### config.mk
export PLATFORM = sky130hd
export DESIGN_NAME = i2c_master_bit_engine
export DESIGN_NICKNAME = d
export VERILOG_FILES = /design/src/rtl/core/i2cm_pkg.sv /design/src/rtl/core/i2cm_front.sv /design/src/rtl/core/i2cm_back.sv /design/src/rtl/core/i2c_master_bit_engine.sv
export SDC_FILE = /design/constraint.sdc
export NUM_CORES = 1
export LEC_CHECK = 0
export BUFFER_PORTS_ARGS = -buffer_cell sky130_fd_sc_hd__buf_2
export CELL_PAD_IN_SITES_DETAIL_PLACEMENT = 0
export CELL_PAD_IN_SITES_GLOBAL_PLACEMENT = 1
export CORE_MARGIN = 1.5
export CORE_UTILIZATION = 30
export DETAILED_ROUTE_END_ITERATION = 10
export PLACE_DENSITY_LB_ADDON = 0.12
export SETUP_SLACK_MARGIN = 0.3
export SLEW_MARGIN = 20
export SYNTH_ARGS = -nofsm -noshare
export SYNTH_HDL_FRONTEND = slang
export SYNTH_SLANG_ARGS = --single-unit
### constraint.sdc
create_clock -name clk -period 9.8 [get_ports clk]
set_clock_uncertainty 0.15 [all_clocks]
set_input_delay 0.98 -clock clk [delete_from_list [all_inputs] [get_ports clk]]
set_output_delay 0.98 -clock clk [all_outputs]
set_load 0.02 [all_outputs]
### src/rtl/core/i2cm_pkg.sv
`default_nettype none

package i2cm_pkg;

    localparam int HP_W  = 16;
    localparam int TO_W  = 10;
    localparam int CFG_ADDR_W = 4;

    localparam logic [CFG_ADDR_W-1:0] CFG_HALF_PERIOD = 4'd0;
    localparam logic [CFG_ADDR_W-1:0] CFG_ACK_TIMEOUT = 4'd1;

    localparam logic [HP_W-1:0] HALF_PERIOD_RST = 16'd4;
    localparam logic [TO_W-1:0] ACK_TIMEOUT_RST = 10'd250;

    localparam logic [2:0] MODE_START = 3'd0;
    localparam logic [2:0] MODE_STOP  = 3'd1;
    localparam logic [2:0] MODE_SEND  = 3'd2;
    localparam logic [2:0] MODE_WAIT  = 3'd3;
    localparam logic [2:0] MODE_READ  = 3'd4;

    typedef enum logic [2:0] {
        CMD_NONE  = 3'd0,
        CMD_START = 3'd1,
        CMD_STOP  = 3'd2,
        CMD_SEND  = 3'd3,
        CMD_WAIT  = 3'd4,
        CMD_READ  = 3'd5
    } cmd_t;

    typedef struct packed {
        cmd_t       cmd;
        logic [7:0] tx_byte;
        logic       send_ack;
        logic       sda_in;
    } item_t;

    typedef enum logic [15:0] {
        PH_IDLE    = 16'h0001,
        PH_ST_A    = 16'h0002,
        PH_ST_B    = 16'h0004,
        PH_SP_A    = 16'h0008,
        PH_SP_B    = 16'h0010,
        PH_SP_C    = 16'h0020,
        PH_TX_LO   = 16'h0040,
        PH_TX_HI   = 16'h0080,
        PH_TX_TAIL = 16'h0100,
        PH_WA_REL  = 16'h0200,
        PH_WA_HI   = 16'h0400,
        PH_WA_POLL = 16'h0800,
        PH_RD_LO   = 16'h1000,
        PH_RD_HI   = 16'h2000,
        PH_AK_LO   = 16'h4000,
        PH_AK_HI   = 16'h8000
    } phase_t;

endpackage

`default_nettype wire

### src/rtl/core/i2cm_front.sv
`default_nettype none

// Input queue: decode each word into a command kind and hold up to two.
module i2cm_front (
    input  wire                   clk,
    input  wire                   rst_n,
    input  wire                   s_tvalid,
    output logic                  s_tready,
    input  wire [15:0]            s_tdata,   // cmd_valid, mode[2:0], tx_byte[7:0], send_ack, sda_in
    output logic                  q_valid,
    output i2cm_pkg::item_t       q_item,
    input  wire                   q_pop
);

    i2cm_pkg::item_t entry_reg [2];
    logic            wr_ptr_reg, wr_ptr_next;
    logic            rd_ptr_reg, rd_ptr_next;
    logic [1:0]      count_reg, count_next;
    i2cm_pkg::item_t in_item;
    logic            push;
    logic            pop;
    logic [2:0]      mode;

    assign mode = s_tdata[3:1];

    always_comb
    begin
        in_item.tx_byte  = s_tdata[11:4];
        in_item.send_ack = s_tdata[12];
        in_item.sda_in   = s_tdata[13];
        in_item.cmd      = i2cm_pkg::CMD_NONE;
        if (s_tdata[0])
        begin
            unique case (mode)
                i2cm_pkg::MODE_START: in_item.cmd = i2cm_pkg::CMD_START;
                i2cm_pkg::MODE_STOP:  in_item.cmd = i2cm_pkg::CMD_STOP;
                i2cm_pkg::MODE_SEND:  in_item.cmd = i2cm_pkg::CMD_SEND;
                i2cm_pkg::MODE_WAIT:  in_item.cmd = i2cm_pkg::CMD_WAIT;
                i2cm_pkg::MODE_READ:  in_item.cmd = i2cm_pkg::CMD_READ;
                default:              in_item.cmd = i2cm_pkg::CMD_NONE;
            endcase
        end
    end

    assign s_tready = (count_reg != 2'd2);
    assign q_valid  = (count_reg != 2'd0);
    assign push     = s_tvalid && s_tready;
    assign pop      = q_pop && q_valid;

    always_comb
    begin
        wr_ptr_next = push ? ~wr_ptr_reg : wr_ptr_reg;
        rd_ptr_next = pop ? ~rd_ptr_reg : rd_ptr_reg;
        count_next  = count_reg;
        if (push && !pop)
        begin
            count_next = count_reg + 2'd1;
        end
        else if (pop && !push)
        begin
            count_next = count_reg - 2'd1;
        end
    end

    always_ff @(posedge clk or negedge rst_n)
    begin
        if (!rst_n)
        begin
            wr_ptr_reg <= 1'b0;
            rd_ptr_reg <= 1'b0;
            count_reg  <= 2'd0;
        end
        else
        begin
            wr_ptr_reg <= wr_ptr_next;
            rd_ptr_reg <= rd_ptr_next;
            count_reg  <= count_next;
        end
    end

    always_ff @(posedge clk)
    begin
        if (push)
        begin
            entry_reg[wr_ptr_reg] <= in_item;
        end
    end

    assign q_item = entry_reg[rd_ptr_reg];

endmodule

`default_nettype wire

### src/rtl/core/i2cm_back.sv
`default_nettype none

// Bus sequencer: one queued word advances the bus state by one tick.
module i2cm_back (
    input  wire                   clk,
    input  wire                   rst_n,
    input  wire                   cfg_we,
    input  wire [3:0]             cfg_addr,
    input  wire [15:0]            cfg_wdata,
    input  wire                   q_valid,
    input  i2cm_pkg::item_t       q_item,
    output logic                  q_pop,
    output logic                  m_tvalid,
    input  wire                   m_tready,
    output logic [15:0]           m_tdata
);

    logic [15:0]       hp_reg;
    logic [9:0]        to_reg;

    i2cm_pkg::phase_t  phase_reg, phase_next;
    logic [15:0]       dc_reg, dc_next;
    logic [3:0]        bc_reg, bc_next;
    logic [7:0]        sh_reg, sh_next;
    logic [9:0]        pc_reg, pc_next;
    logic              scl_reg, scl_next;
    logic              sda_reg, sda_next;
    logic              fail_reg, fail_next;
    logic              ackl_reg, ackl_next;
    logic [7:0]        rx_reg, rx_next;
    logic              done;

    logic              out_valid_reg;
    logic [15:0]       out_data_reg;
    logic              step;
    logic [15:0]       hp_eff;
    logic [15:0]       dc_dec;
    logic [3:0]        bc_inc;

    assign step     = q_valid && (!out_valid_reg || m_tready);
    assign q_pop    = step;
    assign m_tvalid = out_valid_reg;
    assign m_tdata  = out_data_reg;

    assign hp_eff = (hp_reg == 16'd0) ? 16'd1 : hp_reg;
    assign dc_dec = (dc_reg != 16'd0) ? (dc_reg - 16'd1) : dc_reg;
    assign bc_inc = bc_reg + 4'd1;

    always_ff @(posedge clk or negedge rst_n)
    begin
        if (!rst_n)
        begin
            hp_reg <= i2cm_pkg::HALF_PERIOD_RST;
            to_reg <= i2cm_pkg::ACK_TIMEOUT_RST;
        end
        else if (cfg_we)
        begin
            if (cfg_addr == i2cm_pkg::CFG_HALF_PERIOD)
            begin
                hp_reg <= cfg_wdata;
            end
            else if (cfg_addr == i2cm_pkg::CFG_ACK_TIMEOUT)
            begin
                to_reg <= cfg_wdata[9:0];
            end
        end
    end

    always_comb
    begin
        phase_next = phase_reg;
        dc_next    = dc_reg;
        bc_next    = bc_reg;
        sh_next    = sh_reg;
        pc_next    = pc_reg;
        scl_next   = scl_reg;
        sda_next   = sda_reg;
        fail_next  = fail_reg;
        ackl_next  = ackl_reg;
        rx_next    = rx_reg;
        done       = 1'b0;

        if (phase_reg == i2cm_pkg::PH_IDLE)
        begin
            unique case (q_item.cmd)
                i2cm_pkg::CMD_START:
                begin
                    sda_next = 1'b1; scl_next = 1'b1;
                    phase_next = i2cm_pkg::PH_ST_A; dc_next = hp_eff;
                end
                i2cm_pkg::CMD_STOP:
                begin
                    scl_next = 1'b0; sda_next = 1'b0;
                    phase_next = i2cm_pkg::PH_SP_A; dc_next = hp_eff;
                end
                i2cm_pkg::CMD_SEND:
                begin
                    scl_next = 1'b0; bc_next = 4'd0;
                    sda_next = q_item.tx_byte[7];
                    sh_next  = {q_item.tx_byte[6:0], 1'b0};
                    phase_next = i2cm_pkg::PH_TX_LO; dc_next = hp_eff;
                end
                i2cm_pkg::CMD_WAIT:
                begin
                    sda_next = 1'b1; fail_next = 1'b0; pc_next = 10'd0;
                    phase_next = i2cm_pkg::PH_WA_REL; dc_next = hp_eff;
                end
                i2cm_pkg::CMD_READ:
                begin
                    sda_next = 1'b1; scl_next = 1'b0; sh_next = 8'd0; bc_next = 4'd0;
                    ackl_next = q_item.send_ack;
                    phase_next = i2cm_pkg::PH_RD_LO; dc_next = hp_eff;
                end
                default:
                begin
                end
            endcase
        end
        else if (phase_reg == i2cm_pkg::PH_WA_POLL)
        begin
            priority if (!q_item.sda_in)
            begin
                scl_next = 1'b0; phase_next = i2cm_pkg::PH_IDLE; done = 1'b1;
            end
            else if (pc_reg >= to_reg)
            begin
                fail_next = 1'b1; scl_next = 1'b0; sda_next = 1'b0;
                phase_next = i2cm_pkg::PH_SP_A; dc_next = hp_eff;
            end
            else
            begin
                pc_next = pc_reg + 10'd1;
            end
        end
        else
        begin
            dc_next = dc_dec;
            if (dc_dec == 16'd0)
            begin
                unique case (phase_reg)
                    i2cm_pkg::PH_ST_A:
                    begin
                        sda_next = 1'b0; phase_next = i2cm_pkg::PH_ST_B; dc_next = hp_eff;
                    end
                    i2cm_pkg::PH_ST_B:
                    begin
                        scl_next = 1'b0; phase_next = i2cm_pkg::PH_IDLE; done = 1'b1;
                    end
                    i2cm_pkg::PH_SP_A:
                    begin
                        scl_next = 1'b1; phase_next = i2cm_pkg::PH_SP_B; dc_next = hp_eff;
                    end
                    i2cm_pkg::PH_SP_B:
                    begin
                        sda_next = 1'b1; phase_next = i2cm_pkg::PH_SP_C; dc_next = hp_eff;
                    end
                    i2cm_pkg::PH_SP_C:
                    begin
                        phase_next = i2cm_pkg::PH_IDLE; done = 1'b1;
                    end
                    i2cm_pkg::PH_TX_LO:
                    begin
                        scl_next = 1'b1; phase_next = i2cm_pkg::PH_TX_HI; dc_next = hp_eff;
                    end
                    i2cm_pkg::PH_TX_HI:
                    begin
                        scl_next = 1'b0; phase_next = i2cm_pkg::PH_TX_TAIL; dc_next = hp_eff;
                    end
                    i2cm_pkg::PH_TX_TAIL:
                    begin
                        bc_next = bc_inc;
                        if (bc_inc >= 4'd8)
                        begin
                            phase_next = i2cm_pkg::PH_IDLE; done = 1'b1;
                        end
                        else
                        begin
                            sda_next = sh_reg[7];
                            sh_next  = {sh_reg[6:0], 1'b0};
                            phase_next = i2cm_pkg::PH_TX_LO; dc_next = hp_eff;
                        end
                    end
                    i2cm_pkg::PH_WA_REL:
                    begin
                        scl_next = 1'b1; phase_next = i2cm_pkg::PH_WA_HI; dc_next = hp_eff;
                    end
                    i2cm_pkg::PH_WA_HI:
                    begin
                        phase_next = i2cm_pkg::PH_WA_POLL;
                    end
                    i2cm_pkg::PH_RD_LO:
                    begin
                        scl_next = 1'b1;
                        sh_next  = {sh_reg[6:0], q_item.sda_in};
                        bc_next  = bc_inc;
                        phase_next = i2cm_pkg::PH_RD_HI; dc_next = hp_eff;
                    end
                    i2cm_pkg::PH_RD_HI:
                    begin
                        scl_next = 1'b0; dc_next = hp_eff;
                        if (bc_reg >= 4'd8)
                        begin
                            rx_next  = sh_reg;
                            sda_next = !ackl_reg;
                            phase_next = i2cm_pkg::PH_AK_LO;
                        end
                        else
                        begin
                            phase_next = i2cm_pkg::PH_RD_LO;
                        end
                    end
                    i2cm_pkg::PH_AK_LO:
                    begin
                        scl_next = 1'b1; phase_next = i2cm_pkg::PH_AK_HI; dc_next = hp_eff;
                    end
                    i2cm_pkg::PH_AK_HI:
                    begin
                        scl_next = 1'b0; phase_next = i2cm_pkg::PH_IDLE; done = 1'b1;
                    end
                    default:
                    begin
                        phase_next = i2cm_pkg::PH_IDLE;
                    end
                endcase
            end
        end
    end

    always_ff @(posedge clk or negedge rst_n)
    begin
        if (!rst_n)
        begin
            phase_reg     <= i2cm_pkg::PH_IDLE;
            dc_reg        <= 16'd0;
            bc_reg        <= 4'd0;
            sh_reg        <= 8'd0;
            pc_reg        <= 10'd0;
            scl_reg       <= 1'b1;
            sda_reg       <= 1'b1;
            fail_reg      <= 1'b0;
            ackl_reg      <= 1'b0;
            rx_reg        <= 8'd0;
            out_valid_reg <= 1'b0;
        end
        else
        begin
            if (step)
            begin
                phase_reg <= phase_next;
                dc_reg    <= dc_next;
                bc_reg    <= bc_next;
                sh_reg    <= sh_next;
                pc_reg    <= pc_next;
                scl_reg   <= scl_next;
                sda_reg   <= sda_next;
                fail_reg  <= fail_next;
                ackl_reg  <= ackl_next;
                rx_reg    <= rx_next;
            end
            if (step)
            begin
                out_valid_reg <= 1'b1;
            end
            else if (m_tready)
            begin
                out_valid_reg <= 1'b0;
            end
        end
    end

    always_ff @(posedge clk)
    begin
        if (step)
        begin
            out_data_reg <= {3'd0, fail_next, rx_next, done,
                             (phase_next != i2cm_pkg::PH_IDLE), sda_next, scl_next};
        end
    end

endmodule

`default_nettype wire

### src/rtl/core/i2c_master_bit_engine.sv
`default_nettype none

// I2C master bit engine, one bus tick per input word.
//
// Input stream (s_*): each accepted word is one tick of the bus clock. It carries
// the sampled SDA level and, optionally, a command (START, STOP, SEND, WAIT_ACK,
// READ). A command is taken only while the engine is idle; otherwise it is dropped.
// Output stream (m_*): exactly one word per input word, in order, carrying the
// open-drain SCL/SDA levels after that tick, busy, done, the last received byte
// and the acknowledge-timeout flag.
// Config port: cfg_we writes cfg_wdata to register cfg_addr (0 half period in
// ticks, 1 acknowledge timeout in polls). Write only while the engine is idle.
// Throughput: one word per cycle while m_tready stays high. Path: an accepted word
// is first written into the two-entry input queue, then the sequencer advances on it
// and its result word is written into the output register.
// Stall: while m_tready is low the output register holds its word, the sequencer
// stops advancing, and the input queue absorbs up to two more words before
// s_tready drops.
// Reset: bus lines released high, engine idle, queue empty, registers at their
// defaults (half period 4, timeout 250).
module i2c_master_bit_engine (
    input  wire         clk,
    input  wire         rst_n,
    input  wire         cfg_we,
    input  wire [3:0]   cfg_addr,
    input  wire [15:0]  cfg_wdata,
    input  wire         s_tvalid,
    output logic        s_tready,
    input  wire [15:0]  s_tdata,   // cmd_valid, mode[2:0], tx_byte[7:0], send_ack, sda_in, pad
    output logic        m_tvalid,
    input  wire         m_tready,
    output logic [15:0] m_tdata    // scl_level, sda_level, busy_res, done_res, rx_byte, ack_fail, pad
);

    logic            q_valid;
    i2cm_pkg::item_t q_item;
    logic            q_pop;

    // Front: decode and queue incoming words.
    i2cm_front u_front (
        .clk      (clk),
        .rst_n    (rst_n),
        .s_tvalid (s_tvalid),
        .s_tready (s_tready),
        .s_tdata  (s_tdata),
        .q_valid  (q_valid),
        .q_item   (q_item),
        .q_pop    (q_pop)
    );

    // Back: advance the bus sequencer and register the result word.
    i2cm_back u_back (
        .clk       (clk),
        .rst_n     (rst_n),
        .cfg_we    (cfg_we),
        .cfg_addr  (cfg_addr),
        .cfg_wdata (cfg_wdata),
        .q_valid   (q_valid),
        .q_item    (q_item),
        .q_pop     (q_pop),
        .m_tvalid  (m_tvalid),
        .m_tready  (m_tready),
        .m_tdata   (m_tdata)
    );

    // A completing tick never reports busy.
    assert property (@(posedge clk) disable iff (!rst_n)
        (m_tvalid && m_tdata[3]) |-> !m_tdata[2])
        else $error("done reported together with busy");

    // A full input queue always presents a word to the sequencer.
    assert property (@(posedge clk) disable iff (!rst_n)
        !s_tready |-> q_valid)
        else $error("input queue full but empty toward sequencer");

    // The sequencer only pulls words it has room to report.
    assert property (@(posedge clk) disable iff (!rst_n)
        (m_tvalid && !m_tready) |-> !q_pop)
        else $error("word consumed while output stalled");

endmodule

`default_nettype wire

======== Word level (Yosys, flattened, before mapping) ========
Memory sizes are Yosys's and may differ from the RTL's.
Index checks and enable logic that the tools add are counted.
storage, ports and cells
  memories kept ........................... 1
  register bits ........................... 110
  input port bits ......................... 41
  RAM bits ................................ 26
  output and inout bits ................... 18
  word-level logic and storage cells ...... 180
operators by class
  bitwise operators ....................... 3
  equality and inequality tests ........... 37
  order comparisons ....................... 3
  multiplexer cells ....................... 74
  add/subtract/negate cells ............... 5
  reductions and logical operators ........ 39
memories
  memory             words  bits a word  rd ports  clocked after memory_dff  wr ports  line              RTL
  u_front.entry_reg  2      13           1         0                         1         i2cm_front.sv:15  i2cm_pkg::item_t entry_reg [2];
operators with widths
  kind                  number
  $mux 16               14
  $pmux 16 s11          1
  $pmux 16 s5           1
  $mux 8                9
  $mux 10               5
  $logic_not 16->1      2
  $pmux 16 s2           1
  $pmux 8 s2            2
  $mux 1                25
  $mux 4                5
  $eq 16x1->1 const B   1
  $eq 16x10->1 const B  1
  $eq 16x11->1 const B  1
  $eq 16x12->1 const B  1
  $eq 16x13->1 const B  1
  $eq 16x14->1 const B  1
  $eq 16x15->1 const B  1
  $eq 16x16->1 const B  1
  $eq 16x2->1 const B   1
  $eq 16x3->1 const B   1
  $eq 16x4->1 const B   1
  $eq 16x5->1 const B   1
  $eq 16x6->1 const B   1
  $eq 16x7->1 const B   1
  46 further kinds      82

======== Depth between registers and ports, before layout ========
  word-level depth ........................ 8
  gate-level depth with buffers ........... 12

======== Cells and area by module ========
Synthesis repeated with hierarchy kept, for this count alone.
second synthesis, totals
  cells, all modules ...................... 776
  area, all modules ....................... 7,876.3 um^2
modules (own cells, without submodules)
  module      times used  cells each  seq. area each (um^2)  area each (um^2)
  i2cm_back   1           710         2,730.1                6,686.4
  i2cm_front  1           66          880.8                  1,189.9

======== Worst setup path before layout ========
Ideal clock, no wire load.
  path kind ............................... reg2reg
  start point ............................. register u_back.dc_reg[0]
  end point ............................... register u_back.rx_reg[0]
  path buffers ............................ 1
  cell stages (with the launch flop) ...... 12
  data arrival time ....................... 3,045 ps
  clock period less this slack ............ 3,320 ps
  slack ................................... 6,480 ps
  cell sequence ........................... dfrtp_1 -> inv_1 -> ha_1 -> nor3b_1 -> a31oi_1 -> a2111o_1 -> nor4_4 -> and2_4 -> buf_8 -> nand3_4 -> mux2_4 -> mux2_4
between the ends
  longest elaborated chain between the ends .. 6
  elaborated cells between the ends (all ways) .. 7
  those cells by class .................... 1 x add/sub; 4 x mux; 2 x reduce/logical
RTL lines
  what                                                        line              RTL
  start, declared                                             i2cm_back.sv:22   logic [15:0] dc_reg, dc_next;
  start signal, assigned                                      i2cm_back.sv:250  dc_reg <= dc_next;
  $sub 16x1->16 / $reduce_bool 16->1 (equally long branches)  i2cm_back.sv:46   assign dc_dec = (dc_reg != 16'd0) ? (dc_reg - 16'd1) : dc_reg;
  $mux 16 (*)                                                 i2cm_back.sv:46
  $logic_not 16->1 (*)                                        i2cm_back.sv:138  if (dc_dec == 16'd0)
  $mux 8 (*)                                                  i2cm_back.sv:138
  $mux 8 (*)                                                  i2cm_back.sv:119  else if (phase_reg == i2cm_pkg::PH_WA_POLL)
  $mux 8 (*)                                                  i2cm_back.sv:83   if (phase_reg == i2cm_pkg::PH_IDLE)
  named net u_back.rx_next[0]                                 i2cm_back.sv:30   logic [7:0] rx_reg, rx_next;
  end signal, assigned                                        i2cm_back.sv:258  rx_reg <= rx_next;
  end, declared                                               i2cm_back.sv:30
Mark *: on every way through the listed nets, which the timed path passes. The rest lies on a longest branch.
A chain may end at the register's enable or synchronous reset.

======== Worst setup path after layout ========
  start point ............................. register u_back.dc_reg[0]
  end point ............................... register u_back.out_data_reg[2], in the netlist u_back.m_tdata[2], data pin
between the ends
  longest elaborated chain between the ends .. 7
  elaborated cells between the ends (all ways) .. 8
  those cells by class .................... 1 x add/sub; 1 x eq/ne; 4 x mux; 2 x reduce/logical
RTL lines
  what                                                        line              RTL
  $sub 16x1->16 / $reduce_bool 16->1 (equally long branches)  i2cm_back.sv:46
  $mux 16 (*)                                                 i2cm_back.sv:46
  $logic_not 16->1 (*)                                        i2cm_back.sv:138
  $mux 16 (*)                                                 i2cm_back.sv:138
  $mux 16 (*)                                                 i2cm_back.sv:119
  $mux 16 (*)                                                 i2cm_back.sv:83
  $ne 16x1->1 (*)                                             i2cm_back.sv:276  (phase_next != i2cm_pkg::PH_IDLE), sda_next, scl_next};
  end signal, assigned                                        i2cm_back.sv:275  out_data_reg <= {3'd0, fail_next, rx_next, done,
  end, declared                                               i2cm_back.sv:34   logic [15:0] out_data_reg;
Mark *: on every way between the ends. The rest lies on a longest branch, timed or not.

==> summary.md <==
| Metric | Value |
|---|---|
| FF-to-FF Start | u_back.dc_reg[0] |
| Internal reg-to-reg setup slack | 5540 ps |
| Fin util | 0.352 |
| Endpoint class of the critical path | flip-flop |
| R2R depth | 10 |
| Ports | 59 |
| Max IR drop VDD | 0.121 mV |
| Worst skew pair latency | 430 ps |
| Post-synthesis sequential area ratio | 0.469 |
| CTS tree | yes |
| PortBufs | 53 |
| Largest net degree at the start of global routing | 69 |
| Hold crit path type | input pin to asynchronous set/reset pin |
| Initial DRC count | 273 |
| Initial antenna violation count | 0 |
| Minimum clock period | 4260 ps |
| CP Launch Type | flip-flop |
| Post-CTS Hold Fix Bufs | 0 |
| Fin. Hold Viols | 0 |
| Largest register FFs | 26 |
| Longest Clk Path Bufs | 2 |
| CTS H-tree lvls | 4 |
| Nets | 840 |
| Vias per cell | 5.31 |
| Cts repair resizes | 0 |
| Fraction of layout cells with a size suffix above 1 | 0.232 |
| Post-synth top flop | dfrtp_1 |
| Number of global-route vias before repair | 6011 |
| Buffer and inverter count on the worst path | 1 |
| Synthesis warning total | 0 |
| Reg-to-reg endpoint | u_back.m_tdata[2] |
| FFs w/ async S/R, synth | 0.713 |
| Worst-path clk slew | 70 ps |
| Number of library cell types mapped by synthesis | 76 |
| Grt ovf | 0 |
| Status | finished clean |
| Post-CTS setup repair buffer count | 0 |
| Core Region | 0.0252 mm² |
| Top delay family on crit path | simple AND/OR/NAND/NOR gates |
| Lkg Pwr | 3.57 nW |
| Final Wtd Congestion | 0.857 |
| Rel. slew slack | 0.357 |
| Placed inst area | 0.00826 mm² |
| Tightest Pin Transition | 956 ps |
| Synth Area per Inst | 10.3 µm² |
| DRC errors left | 0 |
| Critical path peak fanout | 8 |
| Flops & latches, synth | 136 |
| Cell Pwr Density | 210 mW/mm² |
| Worst EP required | 9780 ps |
| Design Area, Final | 0.00885 mm² |
| Max Clock Freq | 235 MHz |
| Die Ht | 163 µm |
| Commonest non-fill, non-tap cell in the layout | dfrtp_1 |
| RSZ-0062 raised after global routing | false |
| Number of diodes | 0 |
| Layout area overhead | 15.0% |
| Clock buffer count from CTS | 17 |
| Root buf cell | clkbuf_16 |
| Final Max Tran Viols | 0 |
| Die footprint | 0.0266 mm² |
| Fill count | 2547 |
| Final setup viols | 0 |
| Initial Utilization | 0.306 |
| Final HPWL DP | 15100 µm |
| Crit-path cells | inv_1 > ha_1 > or3b_2 > nor2_1 > a31oi_1 > nor4_1 > nand2_1 > mux2i_1 > a2111oi_0 > nand4_1 |
| Vias | 5988 |
| Setup TNS | 0 ps |
| Clock sinks | 136 |
| Die width | 163 µm |
| CP arrival | 4240 ps |
| Max-cap violation count | 0 |
| Most frequent cells in the layout | 87 x dfrtp_1, 65 x nand2_1, 58 x o21ai_0 |
| Final period util | 0.435 |
| First-pass GRT wire length | 34200 µm |
| Crit-path max cell delay | 730 ps |
| Detailed Route WL | 21100 µm |
| Cells after synthesis | 745 |
| CP startpoint | u_back.dc_reg[0] |
| Synthesized area | 0.00770 mm² |
| CP Class | flip-flop to flip-flop |
| Tot GR Track Use | 0.166 |
| Rows | 58 |
| Number of flops mapped to enable cells by yosys | 39 |
| Post-route ant nets | 0 |
| Wire length per cell | 18.7 µm |
| Slowest cell on the critical path | nor4_1 |
| Initial DRT Pass Iterations | 5 |
[kinds of logic (layout without fill, tap and decap cells)]
family / Yosys count / in the layout / synth area share
AND/OR/NAND/NOR: 274 / 274 / 0.192
buffers and inverters: 71 / 121 / 0.0411
adder cells (fa/ha/maj): 15 / 15 / 0.0244
multiplexers: 84 / 84 / 0.126
other: 1 / 3 / 0.000487
flip-flops: 136 / 136 / 0.469
XOR/XNOR: 11 / 11 / 0.0125
AO/OA/AOI/OAI: 153 / 153 / 0.134
[synthesized netlist by cell type (4+ instances only)]
library cell  instances  area, µm²
a211oi_1              5       37.5
a21oi_1              15       75.1
a22oi_1               9       67.6
a31oi_1               6       37.5
and2_1                4       25.0
and3_1                9       56.3
buf_4                 5       37.5
clkbuf_1             33        124
dfrtp_1              87       2180
dfstp_2              10        263
edfxtp_1             39       1170
ha_1                 15        188
inv_1                25       93.8
mux2_2               41        462
mux2_4               16        240
mux2i_1              27        270
nand2_1              65        244
nand2b_1             14       87.6
nand3_1              20        100
nand4_1               8       50.1
nand4b_1              4       35.0
nor2_1               56        210
nor2b_1               5       31.3
nor3_1               21        105
nor4_1               23        144
nor4b_1               6       52.6
o211ai_1              6       45.0
o21a_1                4       30.0
o21ai_0              59        295
o2bb2ai_1             4       35.0
o31ai_1              17        128
or3_1                 6       37.5
or4_1                 9       67.6
xnor2_1               7       61.3
xor2_1                4       35.0
[how the worst max path moves through the flow]
stage                                    to  slack (ps)  cells after the start
after global placement    u_back.m_tdata[2]        5580                     10
final                     u_back.m_tdata[2]        5540                     10
after floorplan            u_back.rx_reg[0]        6480                     11
after CTS                 u_back.m_tdata[2]        5560                     10
after global routing      u_back.m_tdata[2]        5240                     10
after detailed placement  u_back.m_tdata[2]        5580                     10
[routing by layer]
layer  vias up  part of all wire  track usage
li1       2856                 -            -
met3        17             0.034       0.0353
met4         0             0.013       0.0417
met1      2998              0.48        0.227
met5         -                 0            0
met2       117              0.47        0.266
[worst register-to-register path: stages, from the launching register on]
cell and delay (ps):
dfrtp_1 430, inv_1 100, ha_1 260, or3b_2 590, nor2_1 350, a31oi_1 240, nor4_1 730, nand2_1 370
mux2i_1 200, a2111oi_0 340, nand4_1 210
[power breakdown]
part           switching (mW)  leakage (nW)  total, mW  internal, mW
Sequential             0.0960          1.58      0.792         0.696
Combinational           0.260          1.71      0.422         0.162
Clock                   0.286         0.282      0.647         0.360
[stage by stage]
step | hold slack [ps] | std cells | power (mW) | worst slack (ps)
3_5_place_dp | 338 | 1095 | 1.23 | 5580
4_1_cts | 340 | 1127 | 1.89 | 5560
2_1_floorplan | 300 | 747 | 1.08 | 6480
6_report | 329 | 1127 | 1.86 | 5540
3_3_place_gp | 327 | 1095 | 1.22 | 5580
5_1_grt | 350 | 1127 | 1.96 | 5240
[cell type report]
class                           count  area [µm²]  area share
Clock inverter                     15         160      0.0181
Inverter                           26        97.6      0.0110
Tap cell                          330         413      0.0466
Multi-Input combinational cell    540        3800       0.430
Clock buffer                       17         425      0.0481
Sequential cell                   136        3610       0.408
Timing Repair Buffer               63         343      0.0387
Power figures use the tool's default switching activity.
